`config.mk`:
```
export PLATFORM = sky130hd
export DESIGN_NAME = chte_ctrl
export DESIGN_NICKNAME = d
export VERILOG_FILES = /design/src/rtl/core/chte_pkg.sv /design/src/rtl/core/chte_ctrl.sv
export VERILOG_INCLUDE_DIRS = /design/src /design/src/rtl/core
export SDC_FILE = /design/constraint.sdc
export NUM_CORES = 1
export LEC_CHECK = 0
export BUFFER_PORTS_ARGS = -buffer_cell sky130_fd_sc_hd__buf_4
export CAP_MARGIN = 15
export CORE_UTILIZATION = 55
export DETAILED_ROUTE_END_ITERATION = 16
export GPL_TIMING_DRIVEN = 0
export PLACE_DENSITY = 0.77
export SYNTH_ARGS = -nofsm -noshare
export SYNTH_HDL_FRONTEND = slang
export SYNTH_SLANG_ARGS = --single-unit
```
`constraint.sdc`:
```
create_clock -name clk -period 2.2 [get_ports clk]
set_clock_uncertainty 0.15 [all_clocks]
set_input_delay 0.44 -clock clk [delete_from_list [all_inputs] [get_ports clk]]
set_output_delay 0.44 -clock clk [all_outputs]
set_load 0.005 [all_outputs]
```
`src/rtl/core/chained_hash_table_engine_core_assert.svh`:
```
// Assertion macros for the hash table engine core.
// Clock is clk, reset is rst_n (active low) in every module that uses them.
`ifndef CHAINED_HASH_TABLE_ENGINE_CORE_ASSERT_SVH
`define CHAINED_HASH_TABLE_ENGINE_CORE_ASSERT_SVH

`ifndef NO_ASSERTIONS
// Checked only out of reset.
`define CHTE_ASSERT(lbl, prop) \
  lbl: assert property (@(posedge clk) disable iff (!rst_n) prop) \
    else $error("chte assertion failed");
// Checked at every edge, reset included.
`define CHTE_ASSERT_RST(lbl, prop) \
  lbl: assert property (@(posedge clk) prop) \
    else $error("chte reset assertion failed");
`else
`define CHTE_ASSERT(lbl, prop)
`define CHTE_ASSERT_RST(lbl, prop)
`endif

`endif

```
`src/rtl/core/chte_pkg.sv`:
```
`timescale 1ns / 1ps
`default_nettype none
package chte_pkg;

  localparam int DEF_BUCKETS = 1024;
  localparam int DEF_SLOTS   = 1024;

  localparam int KEY_W   = 64;
  localparam int VAL_W   = 32;
  localparam int STAMP_W = 64;
  localparam int CFG_W   = 11;
  localparam int CNT_W   = 11;
  localparam int OP_W    = 2;
  localparam int ST_W    = 2;

  localparam logic [CFG_W-1:0] BC_RESET = 11'd1024;

  // operations
  localparam logic [OP_W-1:0] OP_INSERT = 2'd0;
  localparam logic [OP_W-1:0] OP_REMOVE = 2'd1;
  localparam logic [OP_W-1:0] OP_LOOKUP = 2'd2;
  localparam logic [OP_W-1:0] OP_CLEAR  = 2'd3;

  // result status
  localparam logic [ST_W-1:0] ST_OK      = 2'd0;
  localparam logic [ST_W-1:0] ST_MISSING = 2'd1;
  localparam logic [ST_W-1:0] ST_FULL    = 2'd2;

  typedef enum logic [3:0] {
    CMD_NOP,
    CMD_LOAD,
    CMD_DIV,
    CMD_HEAD_LATCH,
    CMD_NODE_STEP,
    CMD_FREE_RD,
    CMD_INS_NEW,
    CMD_UPD,
    CMD_UNLINK,
    CMD_REL,
    CMD_LOOK,
    CMD_MISS,
    CMD_FULL,
    CMD_CLEAR,
    CMD_SWEEP
  } dp_op_t;

  typedef struct packed {
    dp_op_t op;
    logic   out_load;
  } chte_cmd_t;

  typedef struct packed {
    logic div_last;
    logic cur_none;
    logic key_match;
    logic free_empty;
    logic sweep_last;
  } chte_sts_t;

endpackage
`default_nettype wire

```
`src/rtl/core/chte_ctrl.sv`:
```
`timescale 1ns / 1ps
`default_nettype none
`include "chained_hash_table_engine_core_assert.svh"
module chte_ctrl import chte_pkg::*; (
  input  wire logic            clk,
  input  wire logic            rst_n,
  input  wire logic            in_valid,
  output logic                 in_ready,
  input  wire logic [OP_W-1:0] in_op,
  output logic                 out_valid,
  input  wire logic            out_ready,
  output chte_cmd_t            cmd,
  input  wire chte_sts_t       sts
);

  typedef enum logic [3:0] {
    S_INIT, S_IDLE, S_DIV, S_HEAD, S_HLATCH, S_WALK, S_CMP,
    S_INS_CHK, S_INS_WAIT, S_INS_NEW, S_REL, S_CLR, S_RESP
  } state_t;

  state_t          state_r, state_nxt;
  logic            out_valid_r, out_valid_nxt;
  logic [OP_W-1:0] op_r;

  assign in_ready  = (state_r == S_IDLE);
  assign out_valid = out_valid_r;

  always_comb begin
    state_nxt     = state_r;
    out_valid_nxt = out_valid_r && !out_ready;
    cmd.op        = CMD_NOP;
    cmd.out_load  = 1'b0;
    case (state_r)
      S_INIT: begin
        cmd.op = CMD_SWEEP;
        if (sts.sweep_last) state_nxt = S_IDLE;
      end
      S_IDLE: begin
        if (in_valid) begin
          if (in_op == OP_CLEAR) begin
            cmd.op    = CMD_CLEAR;
            state_nxt = S_CLR;
          end else begin
            cmd.op    = CMD_LOAD;
            state_nxt = S_DIV;
          end
        end
      end
      S_DIV: begin
        cmd.op = CMD_DIV;
        if (sts.div_last) state_nxt = S_HEAD;
      end
      S_HEAD:   state_nxt = S_HLATCH;
      S_HLATCH: begin
        cmd.op    = CMD_HEAD_LATCH;
        state_nxt = S_WALK;
      end
      S_WALK: begin
        if (sts.cur_none) begin
          if (op_r == OP_INSERT) begin
            state_nxt = S_INS_CHK;
          end else begin
            cmd.op    = CMD_MISS;
            state_nxt = S_RESP;
          end
        end else begin
          state_nxt = S_CMP;
        end
      end
      S_CMP: begin
        if (sts.key_match) begin
          case (op_r)
            OP_INSERT: begin
              cmd.op    = CMD_UPD;
              state_nxt = S_RESP;
            end
            OP_REMOVE: begin
              cmd.op    = CMD_UNLINK;
              state_nxt = S_REL;
            end
            default: begin
              cmd.op    = CMD_LOOK;
              state_nxt = S_RESP;
            end
          endcase
        end else begin
          cmd.op    = CMD_NODE_STEP;
          state_nxt = S_WALK;
        end
      end
      S_INS_CHK: begin
        if (sts.free_empty) begin
          cmd.op    = CMD_FULL;
          state_nxt = S_RESP;
        end else begin
          cmd.op    = CMD_FREE_RD;
          state_nxt = S_INS_WAIT;
        end
      end
      S_INS_WAIT: state_nxt = S_INS_NEW;
      S_INS_NEW: begin
        cmd.op    = CMD_INS_NEW;
        state_nxt = S_RESP;
      end
      S_REL: begin
        cmd.op    = CMD_REL;
        state_nxt = S_RESP;
      end
      S_CLR: begin
        cmd.op = CMD_SWEEP;
        if (sts.sweep_last) state_nxt = S_RESP;
      end
      S_RESP: begin
        if (!out_valid_r || out_ready) begin
          cmd.out_load  = 1'b1;
          out_valid_nxt = 1'b1;
          state_nxt     = S_IDLE;
        end
      end
      default: state_nxt = S_INIT;
    endcase
  end

  always_ff @(posedge clk) begin
    if (!rst_n) begin
      state_r     <= S_INIT;
      out_valid_r <= 1'b0;
      op_r        <= OP_INSERT;
    end else begin
      state_r     <= state_nxt;
      out_valid_r <= out_valid_nxt;
      if (in_valid && in_ready) op_r <= in_op;
    end
  end

  `CHTE_ASSERT_RST(a_reset_init, !rst_n |=> (state_r == S_INIT))
  `CHTE_ASSERT(a_resp_holds, (state_r == S_RESP && out_valid_r && !out_ready) |=> (state_r == S_RESP))
  `CHTE_ASSERT(a_clear_sweeps, (in_valid && in_ready && in_op == OP_CLEAR) |=> (state_r == S_CLR))
  `CHTE_ASSERT(a_load_sets_valid, cmd.out_load |=> out_valid_r)

endmodule
`default_nettype wire

```
# --- Word level (Yosys, flattened, before mapping) ---
# Cells that the tools add are included.
word_totals:
  register_bits: 7
  input_bits: 11
classes:
  n_eq_ne: 19
  n_mux: 24
  n_reduce_logical: 10
op_table:
  columns: ["cell", "count"]
  rows:
  - ["4-bit 2-to-1 mux", 15]
  - ["4-bit one-hot mux with 12 select lines", 1]
  - ["4-bit one-hot mux with 9 select lines", 1]
  - ["4-bit equality test, second input constant", 5]
  - ["4-bit by 3-bit equality test with 1-bit output, second input constant", 4]
  - ["2-bit != test, second input constant", 5]
  - ["4-bit by 2-bit equality test with 1-bit output, second input constant", 2]
  - ["4-bit one-hot mux with 2 select lines", 1]
  - ["3-bit 2-to-1 mux", 2]
  - ["5-bit AND reduction", 1]
  - ["4-bit by 1-bit equality test with 1-bit output, second input constant", 1]
  - ["4-bit logical NOT", 1]
  - ["1-bit 2-to-1 mux", 4]
  - ["2-bit OR reduction", 2]
  - ["2-bit by 1-bit equality test with 1-bit output, second input constant", 1]
  - ["2-bit equality test, second input constant", 1]
  - ["1-bit logical AND", 2]
  - ["1-bit logical NOT", 2]
  - ["2-bit logical NOT", 1]
  - ["1-bit logical OR", 1]

# --- Logic depth before layout (Yosys ltp) ---
# Gate-level depths: netlist (run 1).
logic_depth:
  depth_word: 4
  ltp_mapped: 6
  ltp_nobuf: 4

# --- Least setup slack after synthesis (run 1) ---
# Ideal clock, no wire load.
synth_timing:
  kind: "flip-flop to output port"
  start: "reg state_r[0]"
  end: "out cmd[3] in the netlist's numbering"
  arrival_time_ps: 1088
  setup_slack_ps: 522
  stages_incl_launch_ff: 6
  path_buffers: 1
  path_cell_list: "dfxtp_1 -> buf_6 -> nor2b_4 -> nand3_2 -> or2_1 -> o211ai_1"
synth_rtl:
  columns: ["item", "line_no", "source"]
  rows:
  - ["from (decl)", "chte_ctrl.sv:21", "state_t state_r, state_nxt;"]
  - ["from (signal assigned)", "chte_ctrl.sv:130", "state_r <= state_nxt;"]
  - ["to (decl)", "chte_ctrl.sv:12", "output chte_cmd_t cmd,"]

==> results.cfg, run 1 <==
[run_status]
status = finished, final reports clean

[synth]
async_flop_share = 0
synth-edff-count = 0
synth_seq_cells = 7
yosys.area.top_type = dfxtp_1
synth_seq_area_share = 0.179
synth_top_area_frac = 0.179
synth.area.top_cells = dfxtp_1, buf_6, a31oi_1
synth_area_um2 = 781
synth_fp_nets = 109
synth_warnings = 0
synth_ff_type = dfxtp_1
syn_avg_cell_area_um2 = 7.97
synthDistinctLibCells = 46
synth_cells = 98

[final_layout]
utilization = 0.744
fin_nets = 132
fillers = 108
final_common_cell = buf_4
drive_above_1_share = 0.367
regArea_um2 = 143
antenna_cells = 0
area_growth_pct = 25.5
final_cell_mix = buf_4, nand2_1, nor2_1
design_area_um2 = 980
multiInputGateArea_um2 = 566

[sta]
finalMaxSlewViolations = 0
setup_viol = 0
worst_pin_slew_ps = 297
fin_crit_sh = 0.962
hold_violations = 0
rsz0062_at_grt = true
max_freq_mhz = 472
relSlewSlack = 0.801
period_needed_ps = 2120
worst_hold_slack_ps = 287

[worst_hold_path]
hp-class = primary input to flip-flop

[grt]
grt_start_max_net_pins = 11
antenna_found_initial = 0
grt_first_pass_wirelength_mm = 2.86
grt_overflow_total = 0
grt_use_total = 0.277
grt_pass1_vias = 606

[routing]
vias = 827
drtPass1Iterations = 4
route.final.wire_length_mm = 1.94
drtIter0Drc = 20
via_per_inst = 6.13
drc = 0
drt-wirelength-per-cell_um = 14.4
antenna_left = 0

[die]
start_util = 0.593
core-area_um2 = 1320
die_h_um = 39.7
num_rows = 13
io_pins = 18
die_w_um = 39.7
die-area_um2 = 1570

[critical_path]
critPathMaxFanout = 10
r2r_slack_ps = 660
rr_endpoint = state_r[3]$_SDFFE_PN0P_
cp-end-kind = output pin
crit_end = cmd[3]
worstPathRequired_ps = 1610
startpoint_type = flip-flop
worstReg2RegStart = state_r[3]$_SDFFE_PN0P_
reg2reg_depth = 5
arrival_ps = 1530
critPathKind = flip-flop to output pin
crit_start = state_r[0]$_SDFFE_PN0P_

[cts]
clk_path_buf_depth = 2
cts-htree-levels = 1
clock-sinks = 7
clkTransAtPathRegs_ps = 50
insertion_delay_ps = 260
cts_buffers = 3
cts-root-buf = clkbuf_4
cts_hold_buf = 0
cts_tree = done

[power_and_ir_drop]
ir_drop_mv = 0.809
p_per_area_nw_per_um2 = 1210
power_uw = 1180
p_leak_uw = 0.000396

[placed_design]
hpwl_mm = 1.44
globalplace.congestion = 0.906
placed_area_um2 = 927
numPortBuffers = 17

[job]
maxCapViolations = 0
## worst min path at each step
stage / start / end / cells after the start
after global routing: in_op[0] / op_r[0]$_SDFFE_PN0P_ / 3
after floorplan: op_r[0]$_SDFFE_PN0P_ / op_r[0]$_SDFFE_PN0P_ / 2
after global placement: op_r[0]$_SDFFE_PN0P_ / op_r[0]$_SDFFE_PN0P_ / 2
after detailed placement: op_r[1]$_SDFFE_PN0P_ / op_r[1]$_SDFFE_PN0P_ / 2
final: in_op[1] / op_r[1]$_SDFFE_PN0P_ / 3
after CTS: in_op[1] / op_r[1]$_SDFFE_PN0P_ / 3
## layout make-up
cell class,instances,area share
multi-input cells,79,0.577
flip-flops and latches,7,0.146
well taps,15,0.0192
repair buffers,18,0.138
plain buffers,8,0.0779
clock buffers,4,0.0268
inverters,4,0.0153
## synthesized netlist by cell type (2+ instances only)
master,n
a21oi_1,5
a31oi_1,6
a32oi_1,2
buf_2,3
buf_6,4
dfxtp_1,7
inv_1,4
mux2i_1,2
nand2_1,7
nand3b_1,3
nor2_1,7
nor2b_1,3
nor3_1,3
nor3b_2,2
o211ai_1,4
o21ai_0,5
o21ai_2,2
## flip-flops by register name, indices dropped and copies added (netlist names)
signal	cells
state_r	4
out_valid	1
op_r	2
## where the power goes
group	internal [uW]	switching, uW
Combinational	426	438
Sequential	163	37.0
Clock	69.3	48.9
## metrics by stage
step                      cells  worst slack, ps  setup TNS [ps]
final                       135             82.8               0
after global routing        135            -8.92           -8.92
after CTS                   134             3.56               0
after detailed placement    130              241               0
after global placement      130              245               0
after floorplan              98              522               0
## timing repair
action	in CTS	in global routing
pin swaps	0	1
setup buffers	0	1
setup endpoints to repair	3	4
resized for setup	1	7
endpoints found under the hold margin	0	0
## metal layers
layer / part of all wire / global-route usage / vias up
li1: - / - / 416
met1: 0.43 / 0.380 / 372
met2: 0.49 / 0.434 / 36
met3: 0.073 / 0.0682 / 3
met4: 0.0057 / 0.0517 / 0
met5: 0 / 0 / -
## cells by family after synthesis
family	Yosys count	share of synthesized area
AO/OA/AOI/OAI	37	0.354
buffers and inverters	12	0.106
XOR/XNOR	2	0.0224
multiplexers	2	0.0256
AND/OR/NAND/NOR	38	0.313
flip-flops	7	0.179
## critical path, cell delays in order (launching register included)
cell,delay [ps]
dfxtp_2,360
buf_6,150
nor2b_4,180
nand3_4,100
or2_1,250
o211ai_1,90
buf_4,130
Power figures use the tool's default switching activity.
==> inputs of run 2 (changes only) <==
--- a/constraint.sdc
+++ b/constraint.sdc
@@ -4,2 +4,2 @@
 set_output_delay 0.44 -clock clk [all_outputs]
-set_load 0.005 [all_outputs]
+set_load 0.05 [all_outputs]
==> run 2 against run 1 <==
The flow now finishes with violations (setup timing); final cell count rose by 6.7%; routed wire length grew 25%; cell area rose by 17%; highest routed layer unchanged.
==> results.cfg, run 2 (same netlist as run 1, synthesis figures left out) <==
[run_status]
status = finished with violations
violations = setup timing

[routing]
drt-wirelength-per-cell_um = 16.9
vias = 926
antenna_left = 0
drtPass1Iterations = 4
drtIter0Drc = 28
route.final.wire_length_mm = 2.43
via_per_inst = 6.43
drc = 0

[sta]
hold_violations = 0
finalSetupTns_ps = -34.1
relSlewSlack = 0.812
finalWorstSetupSlack_ps = -34.1
period_needed_ps = 2230
rsz0062_at_grt = true
worst_pin_slew_ps = 282
fin_crit_sh = 1.02
max_freq_mhz = 448
setup_viol = 1
finalMaxSlewViolations = 0

[critical_path]
startpoint_type = flip-flop
arrival_ps = 1640
critPathKind = flip-flop to output pin
worstPathRequired_ps = 1610
critPathMaxFanout = 6
cp-end-kind = output pin

[grt]
grt_first_pass_wirelength_mm = 3.02
grt_pass1_vias = 674
grt_start_max_net_pins = 11
antenna_found_initial = 0
grt_use_total = 0.291
grt_overflow_total = 0

[final_layout]
antenna_cells = 0
final_cell_mix = buf_4, nand2_1, a31oi_1, nor2_1, a21oi_1
drive_above_1_share = 0.512
design_area_um2 = 1150
area_growth_pct = 47.3
top_register = state_r
regArea_um2 = 151
multiInputGateArea_um2 = 607
largest_reg_flops = 4
fillers = 73
fin_nets = 141
final_common_cell = buf_4

[cts]
cts-root-buf = clkbuf_4
cts-htree-levels = 1
clock-sinks = 7
cts_hold_buf = 0
clk_path_buf_depth = 2
cts_buffers = 3
clkTransAtPathRegs_ps = 60
cts_tree = done
insertion_delay_ps = 280

[die]
die_w_um = 39.7
die-area_um2 = 1570
start_util = 0.593
die_h_um = 39.7
core-area_um2 = 1320
io_pins = 18
num_rows = 13

[placed_design]
placed_area_um2 = 951
hpwl_mm = 1.48
numPortBuffers = 17
globalplace.congestion = 0.871

[power_and_ir_drop]
ir_drop_mv = 0.809
p_leak_uw = 0.000475
p_per_area_nw_per_um2 = 1470

[job]
maxCapViolations = 0

[worst_hold_path]
hp-class = primary input to flip-flop
-- run 2: cell types whose count changed in the layout (fill, tap and decap cells not counted), sizes merged --
cell    change
clkbuf      +1
clkinv      +1
buf         +7
-- run 2: path summary, 6_finish.rpt --
kind,cells after the start,endpoint,slack (ps),start
worst max-delay path,8,cmd[1],-30,state_r[2]$_SDFFE_PN0P_
worst min-delay path,3,op_r[1]$_SDFFE_PN0P_,280,in_op[1]
worst max register to register,7,state_r[3]$_SDFFE_PN0P_,410,state_r[1]$_SDFFE_PN0P_
worst min register to register,2,op_r[1]$_SDFFE_PN0P_,450,op_r[1]$_SDFFE_PN0P_
-- run 2: layout make-up --
cell class	count	area share
multi-input combinational	79	0.528
tap	15	0.0163
clock buffer	3	0.0196
buffer	8	0.0794
timing repair buffer	27	0.206
clock inverter	1	0.00435
inverter	4	0.0152
sequential	7	0.132
-- run 2: layer usage --
| metal | wire [um] | track usage | vias to the layer above |
|---|---|---|---|
| met3 | 188 | 0.0682 | 4 |
| met4 | 33 | 0.0776 | 0 |
| li1 | - | - | 434 |
| met1 | 960 | 0.350 | 435 |
| met5 | 0 | 0 | - |
| met2 | 1250 | 0.504 | 53 |
-- run 2: what timing repair did --
item                                   in CTS  in global routing
buffers inserted                            2                  7
setup endpoints to repair                   3                  4
gates resized for setup                     2                 20
endpoints found under the hold margin       0                  0
pin swaps                                   0                  7
cloned                                      0                  1
-- run 2: critical path: stages, from the launching register on --
cell	delay [ps]
dfxtp_2	310
buf_6	130
buf_8	130
buf_4	140
nor2_4	100
o2bb2ai_1	130
a32oi_1	80
o21ai_1	180
buf_6	180
-- run 2: power breakdown --
group	switching (uW)	internal, uW	total (uW)	leakage (uW)
logic	754	597	1350	0.000397
registers	38.9	172	211	0.0000597
clock network	61.9	67.2	129	0.0000177
total	855	837	1690	0.000475
-- run 2: stage by stage --
step | hold slack (ps) | util | instances | setup WS (ps) | power [uW]
after global routing | 305 | 0.873 | 144 | -93.6 | 1760
after detailed placement | 483 | 0.722 | 130 | 204 | 1290
final | 283 | 0.873 | 144 | -34.1 | 1690
after global placement | 471 | 0.722 | 130 | 225 | 1280
after CTS | 292 | 0.759 | 136 | 7.23 | 1450
after floorplan | 423 | - | 98 | 6.22 | 1060
